File: config.mk
export PLATFORM = sky130hd
export DESIGN_NAME = divider_ohmmeter_nearest_standard_unit
export DESIGN_NICKNAME = d
export VERILOG_FILES = /design/src/hdl/dons_pkg.sv /design/src/hdl/dons_divider.sv /design/src/hdl/dons_front.sv /design/src/hdl/dons_queue.sv /design/src/hdl/dons_back.sv /design/src/hdl/divider_ohmmeter_nearest_standard_unit.sv
export SDC_FILE = /design/constraint.sdc
export NUM_CORES = 2
export LEC_CHECK = 0
export BUFFER_PORTS_ARGS = -buffer_cell sky130_fd_sc_hd__buf_2
export CORE_UTILIZATION = 45
export DETAILED_ROUTE_END_ITERATION = 16
export REMOVE_ABC_BUFFERS = 1
export SLEW_MARGIN = 30
export SYNTH_ARGS = -nofsm -noshare
export SYNTH_HDL_FRONTEND = slang
export SYNTH_SLANG_ARGS = --single-unit
File: constraint.sdc
create_clock -name clk -period 7.4 [get_ports clk]
set_input_delay 0.74 -clock clk [delete_from_list [all_inputs] [get_ports clk]]
set_output_delay 0.74 -clock clk [all_outputs]
set_load 0.03 [all_outputs]
File: src/hdl/dons_pkg.sv
package dons_pkg;

  // field and state widths
  localparam int SUM_W      = 22;
  localparam int CNT_W      = 10;
  localparam int KNOWN_W    = 20;
  localparam int FULL_W     = 12;
  localparam int CODE_W     = 12;
  localparam int OHMS_W     = 40;
  localparam int IDX_W      = 6;
  localparam int STD_W      = 17;
  localparam int DIGIT_W    = 4;
  localparam int CFG_IDX_W  = 2;
  localparam int CFG_DATA_W = 20;

  // product widths
  localparam int NUM_W = KNOWN_W + SUM_W;
  localparam int FSN_W = FULL_W + CNT_W;

  localparam int STORED_ENTRIES = 54;

  localparam logic [OHMS_W-1:0] OHMS_MAX = '1;

  // configuration register indexes
  localparam logic [CFG_IDX_W-1:0] REG_KNOWN_OHMS    = 2'd0;
  localparam logic [CFG_IDX_W-1:0] REG_FULL_SCALE    = 2'd1;
  localparam logic [CFG_IDX_W-1:0] REG_WINDOW_LENGTH = 2'd2;

  // configuration reset values
  localparam logic [KNOWN_W-1:0] KNOWN_RESET  = 20'd10000;
  localparam logic [FULL_W-1:0]  FULL_RESET   = 12'd4095;
  localparam logic [CNT_W-1:0]   WINDOW_RESET = 10'd500;

  // one finished window handed from the front to the back
  typedef struct packed {
    logic [SUM_W-1:0] sum;
    logic [CNT_W-1:0] n;
  } job_t;

  typedef struct packed {
    logic [DIGIT_W-1:0] first;
    logic [DIGIT_W-1:0] second;
    logic [DIGIT_W-1:0] mult;
  } band_t;

  typedef enum logic [3:0] {
    BK_IDLE,
    BK_MUL_FSN,
    BK_MUL_NUM,
    BK_AVG_GO,
    BK_AVG_WAIT,
    BK_OHM_GO,
    BK_OHM_WAIT,
    BK_SEARCH,
    BK_OUT
  } back_state_t;

  // standard values in ohms
  localparam logic [STD_W-1:0] STD_OHMS [STORED_ENTRIES] = '{
    17'd510,   17'd560,   17'd620,   17'd680,   17'd750,   17'd820,   17'd910,
    17'd1000,  17'd1100,  17'd1200,  17'd1300,  17'd1500,  17'd1800,  17'd2000,
    17'd2200,  17'd2400,  17'd2700,  17'd3000,  17'd3300,  17'd3600,  17'd3900,
    17'd4300,  17'd4700,  17'd5100,  17'd5600,  17'd6200,  17'd6800,  17'd7500,
    17'd8200,  17'd9100,  17'd10000, 17'd11000, 17'd12000, 17'd13000, 17'd15000,
    17'd18000, 17'd20000, 17'd22000, 17'd24000, 17'd27000, 17'd30000, 17'd33000,
    17'd36000, 17'd39000, 17'd43000, 17'd47000, 17'd51000, 17'd56000, 17'd62000,
    17'd68000, 17'd75000, 17'd82000, 17'd91000, 17'd100000
  };

  // color bands packed as first digit, second digit, multiplier
  localparam logic [3*DIGIT_W-1:0] BAND_CODE [STORED_ENTRIES] = '{
    12'h511, 12'h561, 12'h621, 12'h681, 12'h751, 12'h821, 12'h911,
    12'h102, 12'h112, 12'h122, 12'h132, 12'h152, 12'h182, 12'h202,
    12'h222, 12'h242, 12'h272, 12'h302, 12'h332, 12'h362, 12'h392,
    12'h432, 12'h472, 12'h512, 12'h562, 12'h622, 12'h682, 12'h752,
    12'h822, 12'h912, 12'h103, 12'h113, 12'h123, 12'h133, 12'h153,
    12'h183, 12'h203, 12'h223, 12'h243, 12'h273, 12'h303, 12'h333,
    12'h363, 12'h393, 12'h433, 12'h473, 12'h513, 12'h563, 12'h623,
    12'h683, 12'h753, 12'h823, 12'h913, 12'h104
  };

  function automatic logic [STD_W-1:0] std_ohms(input logic [IDX_W-1:0] idx);
    logic [STD_W-1:0] v;
    v = '0;
    if (idx < IDX_W'(STORED_ENTRIES)) v = STD_OHMS[idx];
    return v;
  endfunction

  function automatic band_t band_of(input logic [IDX_W-1:0] idx);
    band_t b;
    b = '0;
    if (idx < IDX_W'(STORED_ENTRIES)) b = band_t'(BAND_CODE[idx]);
    return b;
  endfunction

endpackage

File: src/hdl/dons_divider.sv
module dons_divider #(
  parameter int DW = 51,
  parameter int VW = 22
) (
  input  logic          clk,
  input  logic          rst,
  input  logic          start,
  input  logic [DW-1:0] dividend,
  input  logic [VW-1:0] divisor,
  output logic          done,
  output logic [DW-1:0] quotient,
  output logic [VW-1:0] remainder
);

  localparam int CW = $clog2(DW);

  logic          busy;
  logic [CW-1:0] cnt;
  logic [VW-1:0] dsor;
  logic [VW:0]   rem_sh;
  logic [VW:0]   rem_diff;
  logic          fits;

  // one restoring step: bring down the next dividend bit
  always_comb begin
    rem_sh   = {remainder, quotient[DW-1]};
    rem_diff = rem_sh - {1'b0, dsor};
    fits     = (rem_sh >= {1'b0, dsor});
  end

  // step control
  always_ff @(posedge clk) begin
    if (rst) begin
      busy <= 1'b0;
      done <= 1'b0;
      cnt  <= '0;
    end else begin
      done <= 1'b0;
      if (start) begin
        busy <= 1'b1;
        cnt  <= '0;
      end else if (busy) begin
        cnt <= cnt + 1'b1;
        if (cnt == CW'(DW - 1)) begin
          busy <= 1'b0;
          done <= 1'b1;
        end
      end
    end
  end

  // quotient and remainder shift registers
  always_ff @(posedge clk) begin
    if (start) begin
      quotient  <= dividend;
      remainder <= '0;
      dsor      <= divisor;
    end else if (busy) begin
      quotient  <= {quotient[DW-2:0], fits};
      remainder <= fits ? rem_diff[VW-1:0] : rem_sh[VW-1:0];
    end
  end

endmodule

File: src/hdl/dons_front.sv
module dons_front import dons_pkg::*; (
  input  logic              clk,
  input  logic              rst,
  input  logic              push,
  output logic              full,
  input  logic [CODE_W-1:0] sample_code,
  input  logic [CNT_W-1:0]  window_length,
  input  logic              queue_full,
  output logic              job_push,
  output job_t              job
);

  logic [SUM_W-1:0] sum;
  logic [SUM_W-1:0] sum_next;
  logic [CNT_W-1:0] count;
  logic [CNT_W-1:0] count_next;
  logic [CNT_W-1:0] n_eff;
  logic             window_end;
  logic             accept;

  // accumulate and detect window end
  always_comb begin
    n_eff      = (window_length == '0) ? CNT_W'(1) : window_length;
    sum_next   = sum + SUM_W'(sample_code);
    count_next = count + 1'b1;
    window_end = (count_next >= n_eff);
    accept     = push && !queue_full;
    full       = queue_full;
    job_push   = accept && window_end;
    job.sum    = sum_next;
    job.n      = n_eff;
  end

  // window state
  always_ff @(posedge clk) begin
    if (rst) begin
      sum   <= '0;
      count <= '0;
    end else if (accept) begin
      if (window_end) begin
        sum   <= '0;
        count <= '0;
      end else begin
        sum   <= sum_next;
        count <= count_next;
      end
    end
  end

endmodule

File: src/hdl/dons_queue.sv
module dons_queue import dons_pkg::*; (
  input  logic clk,
  input  logic rst,
  input  logic push,
  input  job_t din,
  output logic full,
  input  logic pop,
  output job_t dout,
  output logic valid
);

  job_t       slot [2];
  logic       wr_ptr;
  logic       rd_ptr;
  logic [1:0] fill;

  always_comb begin
    full  = (fill == 2'd2);
    valid = (fill != 2'd0);
    dout  = slot[rd_ptr];
  end

  // pointers and fill level
  always_ff @(posedge clk) begin
    if (rst) begin
      wr_ptr <= 1'b0;
      rd_ptr <= 1'b0;
      fill   <= '0;
    end else begin
      if (push) wr_ptr <= ~wr_ptr;
      if (pop)  rd_ptr <= ~rd_ptr;
      case ({push, pop})
        2'b10:   fill <= fill + 1'b1;
        2'b01:   fill <= fill - 1'b1;
        default: fill <= fill;
      endcase
    end
  end

  // storage
  always_ff @(posedge clk) begin
    if (push) slot[wr_ptr] <= din;
  end

endmodule

File: src/hdl/dons_back.sv
module dons_back import dons_pkg::*; #(
  parameter int TABLE_ENTRIES = 54,
  parameter int FRACTION_BITS = 8
) (
  input  logic               clk,
  input  logic               rst,
  input  job_t               job,
  input  logic               job_valid,
  output logic               job_pop,
  input  logic [KNOWN_W-1:0] known_resistor_ohms,
  input  logic [FULL_W-1:0]  full_scale_code,
  output logic               empty,
  input  logic               pop,
  output logic [CODE_W-1:0]  average_code,
  output logic [OHMS_W-1:0]  measured_ohms_q8,
  output logic               saturated,
  output logic [IDX_W-1:0]   nearest_index,
  output logic [STD_W-1:0]   nearest_ohms,
  output logic [DIGIT_W-1:0] band_first,
  output logic [DIGIT_W-1:0] band_second,
  output logic [DIGIT_W-1:0] band_multiplier
);

  localparam int N_EFF = (TABLE_ENTRIES > STORED_ENTRIES) ? STORED_ENTRIES :
                         ((TABLE_ENTRIES < 1) ? 1 : TABLE_ENTRIES);
  localparam int DW     = NUM_W + FRACTION_BITS + 1;
  localparam int BW     = DW - FRACTION_BITS;
  localparam int PAIR_W = STD_W + 1;
  localparam logic [DW-1:0]    FRAC_MASK = DW'((64'd1 << FRACTION_BITS) - 64'd1);
  localparam logic [IDX_W-1:0] LAST_IDX  = IDX_W'(N_EFF - 1);

  back_state_t state;
  back_state_t state_next;

  // job registers
  logic [SUM_W-1:0]  job_sum;
  logic [CNT_W-1:0]  job_n;
  logic [FSN_W-1:0]  fsn;
  logic [NUM_W-1:0]  num;
  logic [FSN_W-1:0]  den;
  logic              den_bad;
  logic [CODE_W-1:0] avg;
  logic [OHMS_W-1:0] ohms;
  logic              sat;
  logic [BW-1:0]     quot_b;
  logic              inexact;
  logic [IDX_W-1:0]  idx;
  logic [IDX_W-1:0]  scan;
  logic              out_valid;

  // divider hookup
  logic              div_start;
  logic [DW-1:0]     div_dividend;
  logic [FSN_W-1:0]  div_divisor;
  logic              div_done;
  logic [DW-1:0]     div_quo;
  logic [FSN_W-1:0]  div_rem;
  logic [SUM_W:0]    avg_dividend;

  // rounding of the quotient and search compares
  logic [DW:0]       a_plus;
  logic [DW-1:0]     q_full;
  logic              clip;
  logic [STD_W-1:0]  s_cur;
  logic [STD_W-1:0]  s_prev;
  logic [PAIR_W-1:0] twice;
  logic [PAIR_W-1:0] pair;
  logic              below;
  logic              scan_more;
  logic [IDX_W-1:0]  idx_found;
  logic              load;
  band_t             band;

  dons_divider #(
    .DW(DW),
    .VW(FSN_W)
  ) u_div (
    .clk       (clk),
    .rst       (rst),
    .start     (div_start),
    .dividend  (div_dividend),
    .divisor   (div_divisor),
    .done      (div_done),
    .quotient  (div_quo),
    .remainder (div_rem)
  );

  // divider operands: rounded average first, then the resistance
  always_comb begin
    avg_dividend = (SUM_W + 1)'(job_sum) + (SUM_W + 1)'(job_n >> 1);
    if (state == BK_OHM_GO) begin
      div_dividend = DW'(num) << (FRACTION_BITS + 1);
      div_divisor  = den;
    end else begin
      div_dividend = DW'(avg_dividend);
      div_divisor  = FSN_W'(job_n);
    end
  end

  // q = floor((A + 1) / 2) with A = floor(num * 2^(F+1) / den)
  always_comb begin
    a_plus = (DW + 1)'(div_quo) + 1'b1;
    q_full = a_plus[DW:1];
    clip   = |q_full[DW-1:OHMS_W];
  end

  // nearest entry scan on B = floor(2 * num / den)
  always_comb begin
    s_cur     = std_ohms(scan);
    s_prev    = std_ohms(scan - 1'b1);
    twice     = {s_cur, 1'b0};
    pair      = PAIR_W'(s_cur) + PAIR_W'(s_prev);
    below     = (BW'(twice) < quot_b) || ((BW'(twice) == quot_b) && inexact);
    scan_more = (scan < IDX_W'(N_EFF)) && below;
    if (scan >= IDX_W'(N_EFF)) begin
      idx_found = LAST_IDX;
    end else if (scan == '0) begin
      idx_found = '0;
    end else if (BW'(pair) <= quot_b) begin
      idx_found = scan;
    end else begin
      idx_found = scan - 1'b1;
    end
  end

  // next state
  always_comb begin
    state_next = state;
    case (state)
      BK_IDLE:     if (job_valid) state_next = BK_MUL_FSN;
      BK_MUL_FSN:  state_next = BK_MUL_NUM;
      BK_MUL_NUM:  state_next = BK_AVG_GO;
      BK_AVG_GO:   state_next = BK_AVG_WAIT;
      BK_AVG_WAIT: if (div_done) state_next = den_bad ? BK_OUT : BK_OHM_GO;
      BK_OHM_GO:   state_next = BK_OHM_WAIT;
      BK_OHM_WAIT: if (div_done) state_next = BK_SEARCH;
      BK_SEARCH:   if (!scan_more) state_next = BK_OUT;
      BK_OUT:      if (load) state_next = BK_IDLE;
      default:     state_next = BK_IDLE;
    endcase
  end

  // state outputs
  always_comb begin
    job_pop   = (state == BK_IDLE) && job_valid;
    div_start = (state == BK_AVG_GO) || (state == BK_OHM_GO);
    load      = (state == BK_OUT) && (!out_valid || pop);
    empty     = !out_valid;
    band      = band_of(idx);
  end

  // control registers
  always_ff @(posedge clk) begin
    if (rst) begin
      state     <= BK_IDLE;
      out_valid <= 1'b0;
    end else begin
      state     <= state_next;
      out_valid <= load || (out_valid && !pop);
    end
  end

  // datapath registers
  always_ff @(posedge clk) begin
    case (state)
      BK_IDLE: begin
        if (job_valid) begin
          job_sum <= job.sum;
          job_n   <= job.n;
        end
      end
      BK_MUL_FSN: begin
        fsn <= FSN_W'(full_scale_code) * FSN_W'(job_n);
      end
      BK_MUL_NUM: begin
        num     <= NUM_W'(known_resistor_ohms) * NUM_W'(job_sum);
        den_bad <= (job_sum >= fsn);
        den     <= fsn - job_sum;
      end
      BK_AVG_WAIT: begin
        if (div_done) begin
          avg  <= div_quo[CODE_W-1:0];
          ohms <= OHMS_MAX;
          sat  <= den_bad;
          idx  <= LAST_IDX;
        end
      end
      BK_OHM_WAIT: begin
        if (div_done) begin
          ohms    <= clip ? OHMS_MAX : q_full[OHMS_W-1:0];
          sat     <= clip;
          quot_b  <= div_quo[DW-1:FRACTION_BITS];
          inexact <= (|(div_quo & FRAC_MASK)) || (|div_rem);
          scan    <= '0;
        end
      end
      BK_SEARCH: begin
        if (scan_more) begin
          scan <= scan + 1'b1;
        end else begin
          idx <= idx_found;
        end
      end
      default: begin
      end
    endcase
  end

  // result register
  always_ff @(posedge clk) begin
    if (load) begin
      average_code     <= avg;
      measured_ohms_q8 <= ohms;
      saturated        <= sat;
      nearest_index    <= idx;
      nearest_ohms     <= std_ohms(idx);
      band_first       <= band.first;
      band_second      <= band.second;
      band_multiplier  <= band.mult;
    end
  end

  // divider finishes only while the sequencer waits for it
  a_div_done_waited: assert property (@(posedge clk) disable iff (rst)
    div_done |-> (state == BK_AVG_WAIT || state == BK_OHM_WAIT))
    else $error("divider done outside a wait state");

  // the table scan runs only for a positive denominator
  a_search_den_ok: assert property (@(posedge clk) disable iff (rst)
    (state == BK_SEARCH) |-> !den_bad)
    else $error("table scan with non-positive denominator");

  // non-positive denominator gives a saturated result on the last entry
  a_bad_den_result: assert property (@(posedge clk) disable iff (rst)
    (state == BK_OUT && den_bad) |-> (sat && idx == LAST_IDX))
    else $error("bad denominator result not saturated");

  // the scan index never runs more than one past the last table entry
  a_scan_bound: assert property (@(posedge clk) disable iff (rst)
    (state == BK_SEARCH) |-> (scan <= IDX_W'(N_EFF)))
    else $error("table scan out of range");

endmodule

File: src/hdl/divider_ohmmeter_nearest_standard_unit.sv
// channel   | direction | handshake                 | payload
// ----------+-----------+---------------------------+-------------------------------------
// samples   | in        | push / full               | sample_code
// results   | out       | empty / pop               | average_code .. band_multiplier
// config    | in        | cfg_valid / cfg_ready     | cfg_index, cfg_data
//
// one sample is taken every cycle while full is low; the front keeps the window sum
// the back handles one window at a time, in order:
// two passes of the bit-serial divider, then a scan of the standard table
// a two-entry window queue and the result register let front and back stall apart;
// full rises only while two finished windows wait for the back
// synchronous reset clears the window and loads the default register values
module divider_ohmmeter_nearest_standard_unit import dons_pkg::*; #(
  parameter int TABLE_ENTRIES = 54,
  parameter int FRACTION_BITS = 8
) (
  input  logic                  clk,
  input  logic                  rst,
  input  logic                  push,
  output logic                  full,
  input  logic [CODE_W-1:0]     sample_code,
  output logic                  empty,
  input  logic                  pop,
  output logic [CODE_W-1:0]     average_code,
  output logic [OHMS_W-1:0]     measured_ohms_q8,
  output logic                  saturated,
  output logic [IDX_W-1:0]      nearest_index,
  output logic [STD_W-1:0]      nearest_ohms,
  output logic [DIGIT_W-1:0]    band_first,
  output logic [DIGIT_W-1:0]    band_second,
  output logic [DIGIT_W-1:0]    band_multiplier,
  input  logic                  cfg_valid,
  output logic                  cfg_ready,
  input  logic [CFG_IDX_W-1:0]  cfg_index,
  input  logic [CFG_DATA_W-1:0] cfg_data
);

  logic [KNOWN_W-1:0] known_resistor_ohms;
  logic [FULL_W-1:0]  full_scale_code;
  logic [CNT_W-1:0]   window_length;

  logic queue_full;
  logic job_push;
  logic job_pop;
  logic job_valid;
  job_t front_job;
  job_t back_job;

  assign cfg_ready = 1'b1;

  // configuration registers
  always_ff @(posedge clk) begin
    if (rst) begin
      known_resistor_ohms <= KNOWN_RESET;
      full_scale_code     <= FULL_RESET;
      window_length       <= WINDOW_RESET;
    end else if (cfg_valid && cfg_ready) begin
      case (cfg_index)
        REG_KNOWN_OHMS:    known_resistor_ohms <= cfg_data[KNOWN_W-1:0];
        REG_FULL_SCALE:    full_scale_code     <= cfg_data[FULL_W-1:0];
        REG_WINDOW_LENGTH: window_length       <= cfg_data[CNT_W-1:0];
        default: begin
        end
      endcase
    end
  end

  dons_front u_front (
    .clk           (clk),
    .rst           (rst),
    .push          (push),
    .full          (full),
    .sample_code   (sample_code),
    .window_length (window_length),
    .queue_full    (queue_full),
    .job_push      (job_push),
    .job           (front_job)
  );

  dons_queue u_queue (
    .clk   (clk),
    .rst   (rst),
    .push  (job_push),
    .din   (front_job),
    .full  (queue_full),
    .pop   (job_pop),
    .dout  (back_job),
    .valid (job_valid)
  );

  dons_back #(
    .TABLE_ENTRIES (TABLE_ENTRIES),
    .FRACTION_BITS (FRACTION_BITS)
  ) u_back (
    .clk                 (clk),
    .rst                 (rst),
    .job                 (back_job),
    .job_valid           (job_valid),
    .job_pop             (job_pop),
    .known_resistor_ohms (known_resistor_ohms),
    .full_scale_code     (full_scale_code),
    .empty               (empty),
    .pop                 (pop),
    .average_code        (average_code),
    .measured_ohms_q8    (measured_ohms_q8),
    .saturated           (saturated),
    .nearest_index       (nearest_index),
    .nearest_ohms        (nearest_ohms),
    .band_first          (band_first),
    .band_second         (band_second),
    .band_multiplier     (band_multiplier)
  );

endmodule

# --- After elaboration in Yosys (flattened, before gate mapping) ---
# Memories as Yosys holds them, arrays and structs flattened. A register that Yosys moved wholly into a read port is not among the register bits.
# Index checks and enable logic that the tools add are counted.
totals:
  ram_bits: 64
  n_memories: 5
  romBits: 4032
  ff_bits: 441
  word_cells: 175
mem_list:
  columns: ["name", "words", "word_bits", "rd", "rd_clocked_by_memory_dff", "wr", "line_no", "rtl"]
  rows:
  - ["(no name shown)", 64, 17, 1, 0, 0, "dons_pkg.sv:85", "if (idx < IDX_W'(STORED_ENTRIES)) v = STD_OHMS[idx];"]
  - ["(no name shown)", 64, 17, 1, 1, 0, "dons_pkg.sv:85", null]
  - ["(no name shown)", 64, 17, 1, 0, 0, "dons_pkg.sv:85", null]
  - ["(no name shown)", 64, 12, 1, 1, 0, "dons_pkg.sv:92", "if (idx < IDX_W'(STORED_ENTRIES)) b = band_t'(BAND_CODE[idx]);"]
  - ["u_queue.slot", 2, 32, 1, 1, 1, "dons_queue.sv:12", "job_t slot [2];"]
op_classes:
  mux: 44
  magnitude_cmp: 11
  multipliers: 2
  n_addsub: 12
  n_bitwise: 6
  reduce_logical: 42
  n_eq_ne: 21
ops:
  columns: ["op", "n"]
  rows:
  - ["two-way mux 51 bit", 3]
  - ["two-way mux 40 bit", 3]
  - ["two-way mux 17 bit", 6]
  - ["case mux 40 bit (2 select lines)", 1]
  - ["adder 51 x 1 -> 52 bit (second input constant)", 1]
  - ["two-way mux 22 bit", 2]
  - ["subtractor 22 bit", 2]
  - ["equality test 18 x 43 -> 1 bit", 1]
  - ["<= comparator 18 x 43 -> 1 bit", 1]
  - ["< comparator 18 x 43 -> 1 bit", 1]
  - ["multiplier 20 x 22 -> 42 bit", 1]
  - ["two-way mux 6 bit", 7]
  - ["case mux 4 bit (9 select lines)", 1]
  - ["two-way mux 10 bit", 3]
  - ["two-way mux 4 bit", 6]
  - ["case mux 6 bit (2 select lines)", 2]
  - ["adder 22 x 9 -> 23 bit", 1]
  - ["greater-or-equal comparator 23 x 22 -> 1 bit", 1]
  - ["adder 22 x 12 -> 22 bit", 1]
  - ["greater-or-equal comparator 22 bit", 1]
  - ["multiplier 12 x 10 -> 22 bit", 1]
  - ["OR reduction 22 bit", 1]
  - ["NOT 6 -> 7 bit", 3]
  - ["adder 17 x 17 -> 18 bit", 1]
  - ["other kinds (37)", 87]

# --- Longest topological paths before layout ---
depth:
  ltp_word: 13
  mapped_depth: 33
  ltp_nobuf: 30

# --- Hierarchy ---
# From an unflattened synthesis, not the netlist that was laid out.
unflattened:
  hier_cells: 5156
  area_unflattened_um2: 50093.0
modules_own_cells:
  columns: ["mod", "seq_area_each_um2", "n_inst", "cells_per_inst", "area_per_inst_um2"]
  rows:
  - ["dons_back", 9529.1, 1, 4061, 37798.8]
  - ["dons_divider", 2792.7, 1, 442, 5296.3]
  - ["dons_front", 640.6, 1, 358, 2745.1]
  - ["dons_queue", 2021.9, 1, 122, 2516.2]
  - ["divider_ohmmeter_nearest_standard_unit", 840.8, 1, 173, 1736.7]

# --- Least setup slack after synthesis ---
# Ideal clock, no wire load.
synth_timing:
  path_kind: "flip-flop to flip-flop"
  startpoint: "register u_back.scan[0]"
  endpoint: "register u_back.idx[3] (data pin)"
  period_less_slack_ps: 7026
  path_buffers: 5
  setup_slack_ps: 374
  t_arrival_ps: 6771
  stages_incl_launch_ff: 32
  t_required_ps: 7145
  path_cell_list: "edfxtp_1 clkbuf_1 clkinv_1 clkbuf_1 ha_1 ha_1 clkbuf_1 buf_1 clkbuf_1 o21ai_0 o21ai_0 o21ai_0 a31oi_1 ha_1 a21o_1 a21oi_1 nor2b_1 o21a_1 nor3_1 o31ai_1 o41ai_1 o2111ai_1 a21oi_1 xnor2_1 ha_1 and3_1 a221oi_1 o22a_1 nor3_1 nand2_1 xnor2_1 nor2_1"
synth_via:
  elab_chain_cells: 13
synth_rtl:
  columns: ["item", "line_no", "rtl"]
  rows:
  - ["start: declaration", "dons_back.sv:48", "logic [IDX_W-1:0] scan;"]
  - ["start signal: assignment", "dons_back.sv:199", "scan <= scan + 1'b1;"]
  - ["subtractor 6 x 1 -> 6 bit", "dons_back.sv:110, dons_back.sv:122", null]
  - ["NOT 6 -> 7 bit (implied by the code)", "dons_pkg.sv:85", null]
  - ["memory (64 x 17 bit)", null, null]
  - ["two-way mux 17 bit (implied by the code) (2 in series)", "dons_pkg.sv:85", null]
  - ["two-way mux 17 bit", "dons_pkg.sv:85", null]
  - ["adder 17 x 17 -> 18 bit", "dons_back.sv:112", "pair = PAIR_W'(s_cur) + PAIR_W'(s_prev);"]
  - ["<= comparator 18 x 43 -> 1 bit", "dons_back.sv:119", "end else if (BW'(pair) <= quot_b) begin"]
  - ["two-way mux 6 bit", "dons_back.sv:119", null]
  - ["two-way mux 6 bit", "dons_back.sv:117", "end else if (scan == '0) begin"]
  - ["two-way mux 6 bit (*)", "dons_back.sv:115", "if (scan >= IDX_W'(N_EFF)) begin"]
  - ["two-way mux 6 bit (*)", "dons_back.sv:198", "if (scan_more) begin"]
  - ["case mux 6 bit (2 select lines) (*)", "dons_back.sv:165", "case (state)"]
  - ["end signal: assignment", "dons_back.sv:201", "idx <= idx_found;"]
  - ["end: declaration", "dons_back.sv:47", "logic [IDX_W-1:0] idx;"]
# Every way passes the cells marked *; elsewhere a longest branch is shown, timed or not. The select of a mux whose other input is x is not followed.
# A chain may end at the register's enable or synchronous reset.

# --- Worst setup path in the final report ---
layout_timing:
  startpoint: "register known_resistor_ohms[10]"
  endpoint: "register u_back.num[36] (data pin)"
layout_via:
  elab_chain_cells: 1
layout_rtl:
  columns: ["item", "line_no", "rtl"]
  rows:
  - ["start: declaration", "divider_ohmmeter_nearest_standard_unit.sv:38", "logic [KNOWN_W-1:0] known_resistor_ohms;"]
  - ["start signal: assignment", "divider_ohmmeter_nearest_standard_unit.sv:59", "REG_KNOWN_OHMS: known_resistor_ohms <= cfg_data[KNOWN_W-1:0];"]
  - ["multiplier 20 x 22 -> 42 bit", "dons_back.sv:176", "num <= NUM_W'(known_resistor_ohms) * NUM_W'(job_sum);"]
  - ["end signal: assignment", "dons_back.sv:176", null]
  - ["end: declaration", "dons_back.sv:39", "logic [NUM_W-1:0] num;"]
# No other way between the ends.

==> results.txt <==
The multi-input combinational cell area is 0.0292 sq mm. The count of unique library cells instantiated by Yosys is 91. The total net switching power came out at 3.79 mW.

Of the total synthesized cell area, the portion taken by AND, OR, NAND and NOR gates is 0.156. The average instance area after synthesis came out at 9.69 sq um. The H-tree was split into 3 levels. The placer's final routability congestion estimate is 0.950.

The register bit count reported by yosys came out at 564. The average wire per cell in the routed design came out at 19.0 um. Of the total synthesized cell area, the portion taken by XOR and XNOR cells is 0.0381. The total clock buffers created by CTS came out at 68.

Counting the fill cells in the layout gives 9815. The number of hold buffers added after cts is 0. Global routing finished with a remaining overflow of 0. Among cell families on the critical path, the largest total delay comes from adder cells. Counting flops with a built-in enable in the synthesized netlist gives 451.

The largest clock skew in the final design is 0.0475 ns. The total count of hold-check failures in the final report came out at 0. The clock sink total is 564.

The maximum number of pins on one net before global-route repair is 87. The portion of the clock cycle consumed by the worst path in the final layout came out at 0.957. The max-slew violation count came out at 0. edfxtp_1 takes more of the synthesized area than any other cell. The worst hold path belongs to the class primary input to register. The area share of the largest cell type after synthesis came out at 0.280.

The adder and majority gate portion of the synthesized area is 0.277. The area of the die came out at 0.109 sq mm. The flow ran to the end, and the final reports show no timing, DRC or antenna violations.

The clock-pin slew reported for the worst setup and hold paths after clock tree synthesis is 0.06 ns. The count of yosys warnings during synthesis came out at 0. The post-layout utilization of the core is 0.503.

The post-detailed-route count of antenna-violating nets is 0. In this run the standard cell core region covers 0.106 sq mm. The critical path is of the register to register type.

Sorting the synthesized cells by area gives the leading types as edfxtp_1, fa_1, ha_1. The width of the die is 330 um. Pin placement for this block handled 130 I/O pins. The initial utilization of the core area, before any placement, comes to 0.456. The via count of the first global-routing pass came out at 35.6k. The routed layout has 35.6k vias.

The first detailed-routing pass ran for 5 iterations. The proportion of layout cells with a drive suffix above 1 is 0.0959. The worst setup timing slack at the placement stage is 0.000874 ns. The die outline height came out at 330 um. After synthesis, the share of flip-flops with an asynchronous set or reset is 0. Port buffering added 126 buffers. The largest individual stage delay along the critical path comes from the cell dfxtp_1. The count of mapped cells out of synthesis is 4986. The proportion of synthesized area in mux cells came out at 0.0155. For the pin with the worst max-slew slack, the measured transition is 0.939 ns.

The count of routing violations after the opening detailed-route iteration came out at 2645. The repair_antennas step left the layout with diodes totalling 0. The worst hold slack is 0.350 ns. The headroom to the max-slew limit is 0.373.

The worst-case IR drop observed on VDD is 0.235 mV. Data on the critical path is required at its endpoint by 7.89 ns. The sum of routed wire length over all layers came out at 123000 um. The delay of the slowest cell on the worst path came out at 0.62 ns. STA classifies the critical path endpoint as a register. The wire-length estimate of the detail-placed layout is 93700 um. The data arrival time of the critical path is 7.57 ns. Of the total power, registers draw 0.334. Among all flip-flop cells after synthesis, the most frequent one is edfxtp_1. Along the worst path, the maximum fanout reaches 13. The net switching fraction of the power came out at 0.341. The largest family of logic cells by synthesized area is adder cells. The number of nets in the final layout is 5910.

The sequential cell area in the final layout is 0.0158 sq mm. Summing every instance area after synthesis gives 0.0483 sq mm. The count of buffer and inverter cells on the critical path is 7. The number of rows in the core area is 119. The initial antenna violation count is 1. The maximum clock insertion buffer count came out at 3. After layout, the minimum clock period comes to 7.08 ns.

TritonCTS built the clock tree. Using the TritonRoute via totals, the vias-per-cell ratio works out to 5.47. The number of remaining DRC errors came out at 0. The fraction of the yosys area taken by sequential cells came out at 0.327. The highest clock rate is 141 MHz. Across the run, the number of max-cap violations was 0. From synthesis to final layout, the design area changed by 10.1%. In this run the power density over the cells is 209 mW/mm^2. The first-pass GRT wire length came out at 198000 um. Setup repair after global routing could not meet its margin everywhere. The global-route usage over all layers is 0.230. The cell chosen for the clock root is clkbuf_16. The category of the worst setup path launch point is a register. Of the total power, combinational logic draws 0.366. Setup violations remaining at the end of the flow were counted as 0. The internal portion of the total power is 7.31 mW. The final worst setup slack is 0.320 ns. The share of the synthesized area in compound gates (AO/OA/AOI/OAI) came to 0.115. The share of total power dissipated in the clock network is 0.299. Summed over all cells, the static leakage comes to 23.4 nW.

The clock latency on the worst-skew pair came out at 0.66 ns.
-- through the flow --
step                      TNS [ns]  cells  total power, mW  area, sq um
after floorplan             -13.50   4711             6.87        47200
after global placement           0   6377             7.75        50800
after detailed placement         0   6378             7.79        50900
after CTS                        0   6503             11.2        53100
after global routing       -0.0199   6510             11.9        53200
final                            0   6510             11.1        53200
-- synth_stat cells (71+ instances only) --
cell / number
nand2_1: 638
inv_1: 616
edfxtp_1: 451
fa_1: 439
ha_1: 367
and2_1: 298
a21oi_1: 268
clkbuf_1: 248
nor2_1: 236
o21ai_0: 199
xnor2_1: 139
dfxtp_1: 113
nand3_1: 96
xor2_1: 71
-- path summary, 6_finish.rpt --
check	from	end	slack, ns	cells past startpoint
hold / removal	cfg_data[13]	known_resistor_ohms[13]	0.35	3
setup reg to reg	known_resistor_ohms[10]	u_back.num[36]	0.32	25
setup / recovery	known_resistor_ohms[10]	u_back.num[36]	0.32	25
hold reg to reg	u_back.ohms[25]	u_back.measured_ohms_q8[25]	0.40	0
-- cell usage in the layout (no fill, tap or decap), types with 12 or more instances in the layout --
cell type and instances:
a22o_1 29, nand4_1 35, a211oi_1 30, o21ai_0 198, buf_2 126, o21bai_1 19, fa_1 439, a21oi_1 265
a21o_1 56, and3_1 40, xnor2_1 138, and2_1 298, edfxtp_1 451, nand3b_1 12, nand2b_1 29, or3_1 19
nand2_1 637, a31oi_1 31, o22ai_1 19, clkinv_1 14, nor2b_1 26, a21boi_0 12, buf_4 152, clkbuf_16 68
mux2i_1 32, dfxtp_1 111, o31ai_1 14, mux2_2 34, nand2_2 18, inv_1 616, nor4_1 21, o211ai_1 37
ha_1 367, o21a_1 19, nor2_1 232, xor2_1 71, nor3_1 54, nand3_1 96
-- repair_timing --
item | 4_1_cts | 5_1_grt
endpoints found under the hold margin | 0 | 0
pin swaps | 0 | 2
setup buffers | 1 | 7
resized for setup | 1 | 11
endpoints found under the setup margin | 2 | 10
-- logic make-up (layout without fill, tap and decap cells) --
group | after synthesis | after routing
AOI/OAI and AO/OA | 874 | 874
xor gates and xnor gates | 210 | 210
adders and majority gates | 806 | 806
buffers and inverters | 898 | 1030
DFF | 564 | 564
muxes | 68 | 68
other | 2 | 3
and+or+nand+nor | 1564 | 1564
-- power by group through the flow --
| stage | combinational (mW) | sequential, mW | clock (mW) |
|---|---|---|---|
| after global placement | 3.98 | 3.78 | 0 |
| after floorplan | 3.12 | 3.75 | 0 |
| final | 4.06 | 3.71 | 3.32 |
| after detailed placement | 4.02 | 3.77 | 0 |
| after global routing | 4.65 | 3.72 | 3.52 |
| after CTS | 4.07 | 3.71 | 3.40 |
-- sequential cells by signal, indices dropped and copies added, names as in the netlist, 16 cells and up --
| register | flops |
|---|---|
| known_resistor_ohms | 20 |
| u_back.den | 22 |
| u_back.fsn | 22 |
| u_back.job_sum | 22 |
| u_back.measured_ohms_q8 | 40 |
| u_back.nearest_ohms | 16 |
| u_back.num | 42 |
| u_back.ohms | 40 |
| u_back.quot_b | 43 |
| u_back.u_div.dsor | 22 |
| u_back.u_div.quotient | 51 |
| u_back.u_div.remainder | 22 |
| u_front.sum | 22 |
| u_queue.slot | 64 |
-- worst min-delay path, cell delays in order --
cell and delay (ns):
buf_2 0.11, nand2_1 0.05, nand3_1 0.07
-- routing by layer --
metal	track usage	part of all wire	vias to the layer above
met2	0.367	0.46	989
met4	0.0764	0.030	0
li1	-	-	16942
met3	0.0288	0.053	194
met5	0	0	-
met1	0.323	0.46	17464
-- cell type report --
cell class / count / area share
Clock inverter: 43 / 0.00901
Tap cell: 1391 / 0.0327
Clock buffer: 81 / 0.0333
Multi-Input combinational cell: 3525 / 0.549
Sequential cell: 564 / 0.297
Timing Repair Buffer: 284 / 0.0355
Inverter: 622 / 0.0439
Note: power is estimated with default switching activity, not from simulation.
